<file path="src/hdl/conductivity_range_temp_compensate_defines.svh">
// Assertion helpers used by the checked module crtc_ctrl.
`ifndef CONDUCTIVITY_RANGE_TEMP_COMPENSATE_DEFINES_SVH
`define CONDUCTIVITY_RANGE_TEMP_COMPENSATE_DEFINES_SVH

// Same-cycle implication, idle during reset.
`define CRTC_ASSERT_IMPL(label, clk, rst, ante, cons, msg) \
   label: assert property (@(posedge clk) disable iff (rst) (ante) |-> (cons)) \
      else $error(msg);

// Next-cycle implication, idle during reset.
`define CRTC_ASSERT_NEXT(label, clk, rst, ante, cons, msg) \
   label: assert property (@(posedge clk) disable iff (rst) (ante) |=> (cons)) \
      else $error(msg);

`endif

</file>
<file path="src/hdl/crtc_pkg.sv">
package crtc_pkg;

   // Field widths
   localparam int OP_W   = 2;
   localparam int MV_W   = 13;
   localparam int TEMP_W = 12;
   localparam int K_W    = 15;
   localparam int COND_W = 17;
   localparam int STAT_W = 2;
   localparam int USCM_W = 24;

   // Datapath widths
   localparam int FRAC_W  = 16;
   localparam int RAW_W   = 21;
   localparam int D_W     = 20;
   localparam int K_FRAC  = 14;
   localparam int RK_W    = 36;
   localparam int VAL_W   = RK_W - K_FRAC;
   localparam int R625_W  = 31;
   localparam int STD_W   = 14;
   localparam int SD_W    = 33;
   localparam int NUM_W   = 46;
   localparam int DEN_W   = 25;
   localparam int Q_W     = 17;

   // Shifts that fold the fixed-point scale factors into the divider operands
   localparam int CAL_SHIFT = 7;
   localparam int RND_SHIFT = 5;
   localparam int DEN_SHIFT = 6;

   localparam logic [OP_W-1:0] OP_MEASURE   = 2'd0;
   localparam logic [OP_W-1:0] OP_CALIBRATE = 2'd1;
   localparam logic [OP_W-1:0] OP_LOAD      = 2'd2;

   localparam logic [STAT_W-1:0] ST_OK     = 2'd0;
   localparam logic [STAT_W-1:0] ST_WINDOW = 2'd1;
   localparam logic [STAT_W-1:0] ST_BOUND  = 2'd2;

   localparam logic [USCM_W-1:0] USCM_RESET = 24'd399610;
   localparam logic [K_W-1:0]    K_ONE      = 15'd16384;
   localparam logic [COND_W-1:0] COND_MAX   = 17'd131071;

   localparam int TF_SCALE   = 160000;
   localparam int TF_SLOPE   = 185;
   localparam int T_REF      = 400;
   localparam int COND_SCALE = 625;

   localparam logic [VAL_W-1:0] VAL_HIGH = 22'd2500;
   localparam logic [VAL_W-1:0] VAL_LOW  = 22'd2000;

   localparam logic [RAW_W-1:0] LOW_WIN_MIN  = 21'd900;
   localparam logic [RAW_W-1:0] LOW_WIN_MAX  = 21'd1900;
   localparam logic [RAW_W-1:0] HIGH_WIN_MIN = 21'd9000;
   localparam logic [RAW_W-1:0] HIGH_WIN_MAX = 21'd16800;

   localparam logic [STD_W-1:0] STD_LOW  = 14'd1413;
   localparam logic [STD_W-1:0] STD_HIGH = 14'd12880;

   localparam logic [Q_W-1:0] K_MIN = 17'd8192;
   localparam logic [Q_W-1:0] K_MAX = 17'd24576;

   typedef struct packed {
      logic latch;
      logic raw;
      logic prep;
      logic sel;
      logic finish;
   } crtc_cmd_type;

   typedef struct packed {
      logic div_done;
      logic out_free;
   } crtc_sts_type;

endpackage

</file>
<file path="src/hdl/crtc_if.sv">
interface crtc_req_if;
   import crtc_pkg::*;

   logic                     valid;
   logic                     ready;
   logic [OP_W-1:0]          op;
   logic [MV_W-1:0]          voltage_mv;
   logic signed [TEMP_W-1:0] temperature;
   logic [K_W-1:0]           k_low_in;
   logic [K_W-1:0]           k_high_in;

   modport source (output valid, op, voltage_mv, temperature, k_low_in, k_high_in,
                   input ready);
   modport sink   (input valid, op, voltage_mv, temperature, k_low_in, k_high_in,
                   output ready);
endinterface

interface crtc_rsp_if;
   import crtc_pkg::*;

   logic              valid;
   logic              ready;
   logic [COND_W-1:0] conductivity;
   logic [STAT_W-1:0] status;
   logic              high_range;
   logic [K_W-1:0]    k_low_out;
   logic [K_W-1:0]    k_high_out;

   modport source (output valid, conductivity, status, high_range, k_low_out, k_high_out,
                   input ready);
   modport sink   (input valid, conductivity, status, high_range, k_low_out, k_high_out,
                   output ready);
endinterface

</file>
<file path="src/hdl/conductivity_range_temp_compensate.sv">
// Channel  Ports        Direction  Carries
// -------  -----------  ---------  -----------------------------------------------
// req      req_chan.*   in         op, voltage_mv, temperature, k_low_in, k_high_in
// rsp      rsp_chan.*   out        conductivity, status, high_range, k_low/high_out
// csr      csr_wr_*     in         uscm_per_mv write, no read-back
//
// One word in flight: a new word is accepted only after the current one is finished.
// The 17-step restoring divider runs an overflow check first, then its quotient steps.
// A finished word waits in the output register while the next word is accepted; it is
// only finished once that register is free. Reset is synchronous, active high, and
// restores uscm_per_mv to 399610 and all cell constants to 1.0 in the low range.
module conductivity_range_temp_compensate (
   input  logic                        clock,
   input  logic                        reset,
   input  logic                        csr_wr_en,
   input  logic [crtc_pkg::USCM_W-1:0] csr_wr_data,
   crtc_req_if.sink                    req_chan,
   crtc_rsp_if.source                  rsp_chan
);
   import crtc_pkg::*;

   crtc_cmd_type cmd;
   crtc_sts_type sts;

   crtc_ctrl u_ctrl (
      .clock     (clock),
      .reset     (reset),
      .req_valid (req_chan.valid),
      .req_ready (req_chan.ready),
      .sts       (sts),
      .cmd       (cmd)
   );

   crtc_dp u_dp (
      .clock       (clock),
      .reset       (reset),
      .cmd         (cmd),
      .sts         (sts),
      .csr_wr_en   (csr_wr_en),
      .csr_wr_data (csr_wr_data),
      .in_op       (req_chan.op),
      .in_mv       (req_chan.voltage_mv),
      .in_temp     (req_chan.temperature),
      .in_klo      (req_chan.k_low_in),
      .in_khi      (req_chan.k_high_in),
      .out_ready   (rsp_chan.ready),
      .out_valid   (rsp_chan.valid),
      .out_cond    (rsp_chan.conductivity),
      .out_status  (rsp_chan.status),
      .out_high    (rsp_chan.high_range),
      .out_klo     (rsp_chan.k_low_out),
      .out_khi     (rsp_chan.k_high_out)
   );

endmodule

</file>
<file path="src/hdl/crtc_div.sv">
module crtc_div (
   input  logic                      clock,
   input  logic                      reset,
   input  logic                      start,
   input  logic [crtc_pkg::NUM_W-1:0] num,
   input  logic [crtc_pkg::DEN_W-1:0] den,
   output logic [crtc_pkg::Q_W-1:0]   quot,
   output logic                      ovf,
   output logic                      done
);
   import crtc_pkg::*;

   localparam int CNT_W = $clog2(Q_W);

   logic [NUM_W-1:0] num_ff;
   logic [DEN_W-1:0] den_ff;
   logic [DEN_W-1:0] rem_ff;
   logic [DEN_W-1:0] rem_in;
   logic [Q_W-1:0]   q_ff;
   logic [CNT_W-1:0] cnt_ff;
   logic             busy_ff;
   logic             chk_ff;
   logic             ovf_ff;
   logic             done_ff;
   logic [DEN_W:0]   cand;
   logic [DEN_W:0]   diff;
   logic             ge;

   // One quotient bit per cycle, restoring
   always_comb begin
      cand   = {rem_ff, num_ff[Q_W-1]};
      ge     = cand >= {1'b0, den_ff};
      diff   = cand - {1'b0, den_ff};
      rem_in = ge ? diff[DEN_W-1:0] : cand[DEN_W-1:0];
   end

   always_ff @(posedge clock) begin
      if (reset) begin
         busy_ff <= 1'b0;
         chk_ff  <= 1'b0;
         done_ff <= 1'b0;
         cnt_ff  <= '0;
      end else begin
         done_ff <= 1'b0;
         if (start) begin
            busy_ff <= 1'b1;
            chk_ff  <= 1'b1;
         end else if (busy_ff && chk_ff) begin
            chk_ff <= 1'b0;
            cnt_ff <= CNT_W'(Q_W - 1);
         end else if (busy_ff) begin
            if (cnt_ff == '0) begin
               busy_ff <= 1'b0;
               done_ff <= 1'b1;
            end else begin
               cnt_ff <= cnt_ff - 1'b1;
            end
         end
      end
   end

   always_ff @(posedge clock) begin
      if (start) begin
         num_ff <= num;
         den_ff <= den;
      end else if (busy_ff && chk_ff) begin
         // quotient fits Q_W bits only below den * 2^Q_W
         ovf_ff <= num_ff >= NUM_W'({den_ff, {Q_W{1'b0}}});
         rem_ff <= num_ff[Q_W+DEN_W-1:Q_W];
      end else if (busy_ff) begin
         rem_ff <= rem_in;
         q_ff   <= {q_ff[Q_W-2:0], ge};
         num_ff <= {num_ff[NUM_W-2:0], 1'b0};
      end
   end

   assign quot = q_ff;
   assign ovf  = ovf_ff;
   assign done = done_ff;

endmodule

</file>
<file path="src/hdl/crtc_dp.sv">
module crtc_dp (
   input  logic                            clock,
   input  logic                            reset,
   input  crtc_pkg::crtc_cmd_type          cmd,
   output crtc_pkg::crtc_sts_type          sts,
   input  logic                            csr_wr_en,
   input  logic [crtc_pkg::USCM_W-1:0]     csr_wr_data,
   input  logic [crtc_pkg::OP_W-1:0]       in_op,
   input  logic [crtc_pkg::MV_W-1:0]       in_mv,
   input  logic signed [crtc_pkg::TEMP_W-1:0] in_temp,
   input  logic [crtc_pkg::K_W-1:0]        in_klo,
   input  logic [crtc_pkg::K_W-1:0]        in_khi,
   input  logic                            out_ready,
   output logic                            out_valid,
   output logic [crtc_pkg::COND_W-1:0]     out_cond,
   output logic [crtc_pkg::STAT_W-1:0]     out_status,
   output logic                            out_high,
   output logic [crtc_pkg::K_W-1:0]        out_klo,
   output logic [crtc_pkg::K_W-1:0]        out_khi
);
   import crtc_pkg::*;

   logic [USCM_W-1:0]        uscm_ff;
   logic [K_W-1:0]           active_k_ff;
   logic [K_W-1:0]           active_k_in;
   logic [K_W-1:0]           low_k_ff;
   logic [K_W-1:0]           low_k_in;
   logic [K_W-1:0]           high_k_ff;
   logic [K_W-1:0]           high_k_in;
   logic                     high_sel_ff;
   logic                     high_sel_in;

   logic [OP_W-1:0]          op_ff;
   logic [MV_W-1:0]          mv_ff;
   logic signed [TEMP_W-1:0] temp_ff;
   logic [K_W-1:0]           klo_ff;
   logic [K_W-1:0]           khi_ff;

   logic [MV_W+USCM_W-1:0]   raw_prod;
   logic [RAW_W-1:0]         raw_ff;
   logic [TEMP_W:0]          tdiff;
   logic [D_W-1:0]           tprod;
   logic [D_W-1:0]           d_in;
   logic [D_W-1:0]           d_ff;
   logic                     d_pos;

   logic                     in_low;
   logic                     in_high;
   logic                     in_low_ff;
   logic                     in_high_ff;
   logic [STD_W-1:0]         std_sel;
   logic [RK_W-1:0]          rk_ff;
   logic [R625_W-1:0]        r625_ff;
   logic [SD_W-1:0]          sd_ff;

   logic [VAL_W-1:0]         val;
   logic [NUM_W-1:0]         div_num;
   logic [DEN_W-1:0]         div_den;
   logic [Q_W-1:0]           div_q;
   logic                     div_ovf;
   logic                     div_done;

   logic                     k_ok;
   logic [COND_W-1:0]        cond;
   logic [STAT_W-1:0]        status;

   logic                     out_valid_ff;
   logic [COND_W-1:0]        cond_ff;
   logic [STAT_W-1:0]        status_ff;
   logic                     high_ff;
   logic [K_W-1:0]           klo_out_ff;
   logic [K_W-1:0]           khi_out_ff;

   always_ff @(posedge clock) begin
      if (reset) begin
         uscm_ff <= USCM_RESET;
      end else if (csr_wr_en) begin
         uscm_ff <= csr_wr_data;
      end
   end

   always_ff @(posedge clock) begin
      if (cmd.latch) begin
         op_ff   <= in_op;
         mv_ff   <= in_mv;
         temp_ff <= in_temp;
         klo_ff  <= in_klo;
         khi_ff  <= in_khi;
      end
   end

   // Raw conductivity and temperature factor (scaled by 160000)
   always_comb begin
      raw_prod = (MV_W+USCM_W)'(mv_ff) * (MV_W+USCM_W)'(uscm_ff);
      tdiff    = {temp_ff[TEMP_W-1], temp_ff} - (TEMP_W+1)'(T_REF);
      tprod    = {{(D_W-TEMP_W-1){tdiff[TEMP_W]}}, tdiff} * D_W'(TF_SLOPE);
      d_in     = tprod + D_W'(TF_SCALE);
   end

   always_ff @(posedge clock) begin
      if (cmd.raw) begin
         raw_ff <= raw_prod[MV_W+USCM_W-1:FRAC_W];
         d_ff   <= d_in;
      end
   end

   assign d_pos   = !d_ff[D_W-1] && (d_ff != '0);
   assign in_low  = (raw_ff > LOW_WIN_MIN) && (raw_ff < LOW_WIN_MAX);
   assign in_high = (raw_ff > HIGH_WIN_MIN) && (raw_ff < HIGH_WIN_MAX);
   assign std_sel = in_low ? STD_LOW : STD_HIGH;

   always_ff @(posedge clock) begin
      if (cmd.prep) begin
         rk_ff      <= RK_W'(raw_ff) * RK_W'(active_k_ff);
         r625_ff    <= R625_W'(raw_ff) * R625_W'(COND_SCALE);
         sd_ff      <= SD_W'(std_sel) * SD_W'(d_ff[D_W-2:0]);
         in_low_ff  <= in_low;
         in_high_ff <= in_high;
      end
   end

   // Range hysteresis, then the divider operands
   always_comb begin
      val         = rk_ff[RK_W-1:K_FRAC];
      active_k_in = active_k_ff;
      high_sel_in = high_sel_ff;
      if (cmd.sel && op_ff == OP_MEASURE) begin
         if (val > VAL_HIGH) begin
            active_k_in = high_k_ff;
            high_sel_in = 1'b1;
         end else if (val < VAL_LOW) begin
            active_k_in = low_k_ff;
            high_sel_in = 1'b0;
         end
      end
      if (op_ff == OP_CALIBRATE) begin
         // k = (128*std*d + 625*raw) / (1250*raw)
         div_num = NUM_W'({sd_ff, {CAL_SHIFT{1'b0}}}) + NUM_W'(r625_ff);
         div_den = {r625_ff[DEN_W-2:0], 1'b0};
      end else begin
         // cond = (625*raw*k + 32*d) / (64*d)
         div_num = NUM_W'(r625_ff) * NUM_W'(active_k_in)
                 + NUM_W'({d_ff[D_W-2:0], {RND_SHIFT{1'b0}}});
         div_den = {d_ff[D_W-2:0], {DEN_SHIFT{1'b0}}};
      end
   end

   crtc_div u_div (
      .clock (clock),
      .reset (reset),
      .start (cmd.sel),
      .num   (div_num),
      .den   (div_den),
      .quot  (div_q),
      .ovf   (div_ovf),
      .done  (div_done)
   );

   always_comb begin
      k_ok      = !div_ovf && (div_q > K_MIN) && (div_q < K_MAX);
      cond      = '0;
      status    = ST_OK;
      low_k_in  = low_k_ff;
      high_k_in = high_k_ff;
      unique case (op_ff)
         OP_MEASURE: begin
            if (d_pos) begin
               cond = div_ovf ? COND_MAX : div_q;
            end
         end
         OP_CALIBRATE: begin
            if (!in_low_ff && !in_high_ff) begin
               status = ST_WINDOW;
            end else if (!d_pos || !k_ok) begin
               status = ST_BOUND;
            end else if (cmd.finish && in_low_ff) begin
               low_k_in = div_q[K_W-1:0];
            end else if (cmd.finish) begin
               high_k_in = div_q[K_W-1:0];
            end
         end
         OP_LOAD: begin
            if (cmd.finish) begin
               low_k_in  = klo_ff;
               high_k_in = khi_ff;
            end
         end
         default: begin
         end
      endcase
   end

   always_ff @(posedge clock) begin
      if (reset) begin
         active_k_ff <= K_ONE;
         low_k_ff    <= K_ONE;
         high_k_ff   <= K_ONE;
         high_sel_ff <= 1'b0;
      end else begin
         active_k_ff <= active_k_in;
         low_k_ff    <= low_k_in;
         high_k_ff   <= high_k_in;
         high_sel_ff <= high_sel_in;
      end
   end

   // Output word: hold until taken
   always_ff @(posedge clock) begin
      if (reset) begin
         out_valid_ff <= 1'b0;
      end else if (cmd.finish) begin
         out_valid_ff <= 1'b1;
      end else if (out_ready) begin
         out_valid_ff <= 1'b0;
      end
   end

   always_ff @(posedge clock) begin
      if (cmd.finish) begin
         cond_ff    <= cond;
         status_ff  <= status;
         high_ff    <= high_sel_ff;
         klo_out_ff <= low_k_in;
         khi_out_ff <= high_k_in;
      end
   end

   assign sts.div_done = div_done;
   assign sts.out_free = !out_valid_ff || out_ready;

   assign out_valid  = out_valid_ff;
   assign out_cond   = cond_ff;
   assign out_status = status_ff;
   assign out_high   = high_ff;
   assign out_klo    = klo_out_ff;
   assign out_khi    = khi_out_ff;

endmodule

</file>
<file path="src/hdl/crtc_ctrl.sv">
`include "conductivity_range_temp_compensate_defines.svh"

module crtc_ctrl (
   input  logic                   clock,
   input  logic                   reset,
   input  logic                   req_valid,
   output logic                   req_ready,
   input  crtc_pkg::crtc_sts_type sts,
   output crtc_pkg::crtc_cmd_type cmd
);
   import crtc_pkg::*;

   localparam logic [2:0] S_IDLE = 3'd0;
   localparam logic [2:0] S_RAW  = 3'd1;
   localparam logic [2:0] S_PREP = 3'd2;
   localparam logic [2:0] S_SEL  = 3'd3;
   localparam logic [2:0] S_DIV  = 3'd4;
   localparam logic [2:0] S_FIN  = 3'd5;

   logic [2:0] state_ff;
   logic [2:0] state_in;

   always_comb begin
      cmd       = '0;
      state_in  = state_ff;
      req_ready = (state_ff == S_IDLE);
      unique case (state_ff)
         S_IDLE: begin
            if (req_valid) begin
               cmd.latch = 1'b1;
               state_in  = S_RAW;
            end
         end
         S_RAW: begin
            cmd.raw  = 1'b1;
            state_in = S_PREP;
         end
         S_PREP: begin
            cmd.prep = 1'b1;
            state_in = S_SEL;
         end
         S_SEL: begin
            cmd.sel  = 1'b1;
            state_in = S_DIV;
         end
         S_DIV: begin
            if (sts.div_done) begin
               state_in = S_FIN;
            end
         end
         S_FIN: begin
            // wait for room in the output register
            if (sts.out_free) begin
               cmd.finish = 1'b1;
               state_in   = S_IDLE;
            end
         end
         default: begin
            state_in = S_IDLE;
         end
      endcase
   end

   always_ff @(posedge clock) begin
      if (reset) begin
         state_ff <= S_IDLE;
      end else begin
         state_ff <= state_in;
      end
   end

   `CRTC_ASSERT_IMPL(a_cmd_excl, clock, reset, 1'b1, $onehot0({cmd.latch, cmd.raw, cmd.prep, cmd.sel, cmd.finish}), "datapath commands overlap")
   `CRTC_ASSERT_NEXT(a_div_hold, clock, reset, state_ff == S_DIV && !sts.div_done, state_ff == S_DIV, "left divide wait early")
   `CRTC_ASSERT_IMPL(a_fin_room, clock, reset, cmd.finish, sts.out_free && state_ff == S_FIN, "result written over a waiting word")
   `CRTC_ASSERT_NEXT(a_latch_seq, clock, reset, cmd.latch, state_ff == S_RAW && !req_ready, "accepted word did not start")

endmodule

</file>
<file path="src/flat_wrapper.sv">
// flat-port wrapper written by rule: the top's interface ports become plain ports
module conductivity_range_temp_compensate_flat import crtc_pkg::*;
  (clock, reset, csr_wr_en, csr_wr_data, req_chan_valid, req_chan_op, req_chan_voltage_mv, req_chan_temperature, req_chan_k_low_in, req_chan_k_high_in, req_chan_ready, rsp_chan_valid, rsp_chan_conductivity, rsp_chan_status, rsp_chan_high_range, rsp_chan_k_low_out, rsp_chan_k_high_out, rsp_chan_ready);
  crtc_req_if req_chan_i ();
  crtc_rsp_if rsp_chan_i ();
  input  logic clock;
  input  logic reset;
  input  logic csr_wr_en;
  input  logic [crtc_pkg::USCM_W-1:0] csr_wr_data;
  input wire logic [$bits(req_chan_i.valid)-1:0] req_chan_valid;
  input wire logic [$bits(req_chan_i.op)-1:0] req_chan_op;
  input wire logic [$bits(req_chan_i.voltage_mv)-1:0] req_chan_voltage_mv;
  input wire logic [$bits(req_chan_i.temperature)-1:0] req_chan_temperature;
  input wire logic [$bits(req_chan_i.k_low_in)-1:0] req_chan_k_low_in;
  input wire logic [$bits(req_chan_i.k_high_in)-1:0] req_chan_k_high_in;
  output wire logic [$bits(req_chan_i.ready)-1:0] req_chan_ready;
  output wire logic [$bits(rsp_chan_i.valid)-1:0] rsp_chan_valid;
  output wire logic [$bits(rsp_chan_i.conductivity)-1:0] rsp_chan_conductivity;
  output wire logic [$bits(rsp_chan_i.status)-1:0] rsp_chan_status;
  output wire logic [$bits(rsp_chan_i.high_range)-1:0] rsp_chan_high_range;
  output wire logic [$bits(rsp_chan_i.k_low_out)-1:0] rsp_chan_k_low_out;
  output wire logic [$bits(rsp_chan_i.k_high_out)-1:0] rsp_chan_k_high_out;
  input wire logic [$bits(rsp_chan_i.ready)-1:0] rsp_chan_ready;
  assign req_chan_i.valid = req_chan_valid;
  assign req_chan_i.op = req_chan_op;
  assign req_chan_i.voltage_mv = req_chan_voltage_mv;
  assign req_chan_i.temperature = req_chan_temperature;
  assign req_chan_i.k_low_in = req_chan_k_low_in;
  assign req_chan_i.k_high_in = req_chan_k_high_in;
  assign req_chan_ready = req_chan_i.ready;
  assign rsp_chan_valid = rsp_chan_i.valid;
  assign rsp_chan_conductivity = rsp_chan_i.conductivity;
  assign rsp_chan_status = rsp_chan_i.status;
  assign rsp_chan_high_range = rsp_chan_i.high_range;
  assign rsp_chan_k_low_out = rsp_chan_i.k_low_out;
  assign rsp_chan_k_high_out = rsp_chan_i.k_high_out;
  assign rsp_chan_i.ready = rsp_chan_ready;
  conductivity_range_temp_compensate u_core (.clock(clock), .reset(reset), .csr_wr_en(csr_wr_en), .csr_wr_data(csr_wr_data), .req_chan(req_chan_i), .rsp_chan(rsp_chan_i));
endmodule
</file>
<file path="config.mk">
export PLATFORM = sky130hd
export DESIGN_NAME = conductivity_range_temp_compensate_flat
export DESIGN_NICKNAME = d
export VERILOG_FILES = /design/src/hdl/crtc_pkg.sv /design/src/hdl/crtc_if.sv /design/src/hdl/conductivity_range_temp_compensate.sv /design/src/hdl/crtc_div.sv /design/src/hdl/crtc_dp.sv /design/src/hdl/crtc_ctrl.sv /design/src/flat_wrapper.sv
export VERILOG_INCLUDE_DIRS = /design/src /design/src/hdl
export SDC_FILE = /design/constraint.sdc
export NUM_CORES = 2
export LEC_CHECK = 0
export ABC_CLOCK_PERIOD_IN_PS = 10360
export BUFFER_PORTS_ARGS = -buffer_cell sky130_fd_sc_hd__buf_2
export CAP_MARGIN = 30
export CORE_ASPECT_RATIO = 1.2
export CORE_UTILIZATION = 45
export DETAILED_ROUTE_END_ITERATION = 8
export REMOVE_ABC_BUFFERS = 1
export SLEW_MARGIN = 20
export SYNTH_ARGS = -nofsm -noshare
export SYNTH_HDL_FRONTEND = slang
export SYNTH_HIERARCHICAL = 1
export SYNTH_SLANG_ARGS = --single-unit
export TNS_END_PERCENT = 50
</file>
<file path="constraint.sdc">
create_clock -name clock -period 10.36 [get_ports clock]
set_clock_uncertainty 0.2 [all_clocks]
set_input_delay 1.036 -clock clock [delete_from_list [all_inputs] [get_ports clock]]
set_output_delay 1.036 -clock clock [all_outputs]
set_load 0.005 [all_outputs]
</file>
==> run summary <==
max frequency: 102 MHz
# DRC: 0
WL met2: 84,600 um
Final Wtd Congestion: 0.916
Chip Width: 349 um
r2r startpoint: u_core/u_dp/rk_ff[34]
drt pass-1 iters: 8
1st-iter DRT viols: 2,695
Post-CTS Hold Buffers: 0
Primary FF master, synth: edfxtp_1
fin. max-slew vios: 0
CP max stage cell: a21oi_2
CTS-repair resized insts: 0
Max-Cap Viols: 0
Fillers: 13,500
hold_ws: 0.242 ns
cts bufs inserted: 53
Critical Path RT: 10.55 ns
Final Hold Vio Count: 0
asr flop ratio synth: 0
Antenna Nets Post-Route: 0
Hold Path Origin: u_core/u_dp/high_sel_ff
#FFs+latches synth: 432
CTS tree: done
Rel. slew slack: 0.288
Hold Path Sink: u_core/u_dp/out_high
Area contributors post-synth: fa_1, edfxtp_1, ha_1, inv_1, nand2_1
Via-to-Cell Ratio: 5.30
Post-synth EDFFs: 350
crit-path max cell delay: 0.66 ns
worst hold path type: flop to flop
PortBufs: 137
total setup buffers inserted after CTS: 0
Setup Crit Path Kind: flop to flop
initial antenna violation count: 2
Core ar.: 0.143 mm2
outcome: complete, no violations
first-pass GRT wire length: 273,000 um
vias in the first global route: 49,900
Netlist cell types: 102
Syn-to-layout area delta: 7.83%
Routed WL per cell: 19.4 um
synthesized area: 0.0652 mm2
sequential area share after synthesis: 0.186
M1 WL: 70,500 um
CP startpoint: u_core/u_dp/rk_ff[34]
clock-pin slew on the worst setup and hold paths: 0.06 ns
Hold Path Depth: 0
crit start category: flop
Worst-Skew Late Latency: 0.69 ns
GR Overflow Total: 0
Crit. End Element: flop
highest routed layer: met5
Clock Tree Buf Depth: 3
drt total wl: 169,000 um
root buffer cell: clkbuf_16
RSZ-0062 raised after global routing: false
hpwl dp: 136,000 um
IO Pins: 138
slew of the pin with the lowest slew margin: 1.07 ns
crit-path most repeated cell: fa_1
# H-tree levels: 2
r2r endpoint: u_core/u_dp/u_div/num_ff[26]
met3 wire length: 8640 um
area share of the largest cell type after synthesis: 0.331
FF-to-FF path depth: 31
layout cells sized above 1: 0.0675
warnings from Yosys: 6
Crit Path Max Fanout: 17
Die H: 419 um
crit path DAT: 10.01 ns
Tcrit/Tclk final: 0.948
Cells after Synth: 6,723
r2r setup slk: 0.54 ns
Initial Util: 0.454
syn_area_per_cell: 9.69 um2
vias: 46,300
GRT Total Usage: 0.239
setup violators final: 0
Site Rows: 152
area leader, netlist: fa_1
Final min period: 9.82 ns
clk sink count: 432
final net count: 8,613
pin count of the biggest net entering global routing: 95
die footprint: 0.146 mm2
layer usage:
layer,vias to the layer above,GRT usage
li1,21300,-
met1,23600,0.303
met2,1159,0.420
met5,-,0
met3,239,0.0286
met4,2,0.0757
synth_stat cells, types with 7 or more instances:
master	count
a211o_1	18
a211oi_1	20
a21o_1	85
a21oi_1	166
a222oi_1	26
a31o_2	7
a31oi_1	32
a41oi_1	8
and2_1	462
and3_1	32
buf_1	10
buf_2	18
clkbuf_1	241
dfxtp_1	82
edfxtp_1	350
fa_1	1079
ha_1	681
inv_1	1338
mux2_2	78
mux2i_1	26
nand2_1	885
nand2b_1	18
nand3_1	46
nand4_1	41
nor2_1	237
nor2b_1	50
nor3_1	51
nor4_1	22
o211ai_1	22
o21a_1	38
o21ai_0	126
o21ai_1	12
o21bai_1	31
o22ai_1	23
o31ai_1	15
or2_2	7
or3_1	16
or4_1	8
xnor2_1	140
xor2_1	48
worst max path at each step:
stage	end	slack (ns)	cells after the start
finish	u_core/u_dp/u_div/num_ff[26]	0.54	31
detailed placement	u_core/u_dp/u_div/num_ff[24]	0.71	31
global placement	u_core/u_dp/u_div/num_ff[24]	0.76	31
floorplan	u_core/u_dp/u_div/num_ff[42]	-0.70	27
CTS	u_core/u_dp/u_div/num_ff[24]	0.63	31
global route	u_core/u_dp/u_div/num_ff[42]	0.02	28
flip-flops by register name, summed over array words and instances (netlist names), 17 cells and up:
signal / cells
u_core/u_dp/u_div/num_ff: 46
u_core/u_dp/sd_ff: 33
u_core/u_dp/r625_ff: 31
u_core/u_dp/u_div/den_ff: 25
u_core/u_dp/u_div/rem_ff: 25
u_core/u_dp/uscm_ff: 24
u_core/u_dp/rk_ff: 22
u_core/u_dp/raw_ff: 21
u_core/u_dp/d_ff: 20
u_core/u_dp/out_cond: 17
u_core/u_dp/u_div/quot: 17
cell usage in the layout, fill, tap and decap left out, drive strengths merged, types with 33 or more instances in the layout:
cell / n
nand3: 47
and2: 465
xnor2: 140
a31oi: 33
nand2: 885
inv: 1348
nand4: 41
xor2: 48
buf: 226
clkbuf: 70
a21oi: 170
ha: 681
mux2: 78
o21ai: 139
conb: 38
nor2b: 51
o21a: 39
edfxtp: 350
fa: 1079
nor2: 239
nor3: 51
dfxtp: 82
a21o: 86
layout make-up:
type / count / area (um2) / area share
Tap cell: 1925 / 2410 / 0.0343
Clock buffer: 70 / 1470 / 0.0210
Sequential cell: 432 / 12200 / 0.173
Clock inverter: 29 / 387 / 0.00550
Timing Repair Buffer: 226 / 1550 / 0.0221
Antenna cell: 2 / 5.00 / 0.0000712
Multi-Input combinational cell: 4715 / 47300 / 0.673
Inverter: 1339 / 5030 / 0.0715
logic make-up after synthesis:
logic type / count (synthesis) / share of synthesized area
adders and majority gates: 1760 / 0.462
muxes: 104 / 0.0175
DFF: 432 / 0.186
other: 2 / 0.000115
AOI/OAI and AO/OA: 716 / 0.0751
buffers and inverters: 1612 / 0.0936
and+or+nand+nor: 1909 / 0.140
xor gates and xnor gates: 188 / 0.0253
critical path: cells and delay by family (launching register included):
family,cells,cell delay [ns]
fa+ha+maj,7,3.30
compound gates,9,2.65
simple gates,6,1.55
buf+inv,6,0.59
mux,2,0.53
flops,1,0.36
xor+xnor,1,0.30
stage by stage:
stage                     instance area [um2]  worst slack (ns)  setup TNS, ns  std cells   util
after floorplan                         64200            -0.695          -9.01       6486      -
after global placement                  68100             0.763              0       8619  0.475
after detailed placement                68300             0.714              0       8631  0.476
after CTS                               70200             0.635              0       8730  0.489
after global routing                    70300            0.0248              0       8736  0.490
final                                   70300             0.539              0       8738  0.490
Power is not shown: default switching activity piles up to over one toggle a cycle in this logic, so the estimate is an artifact.
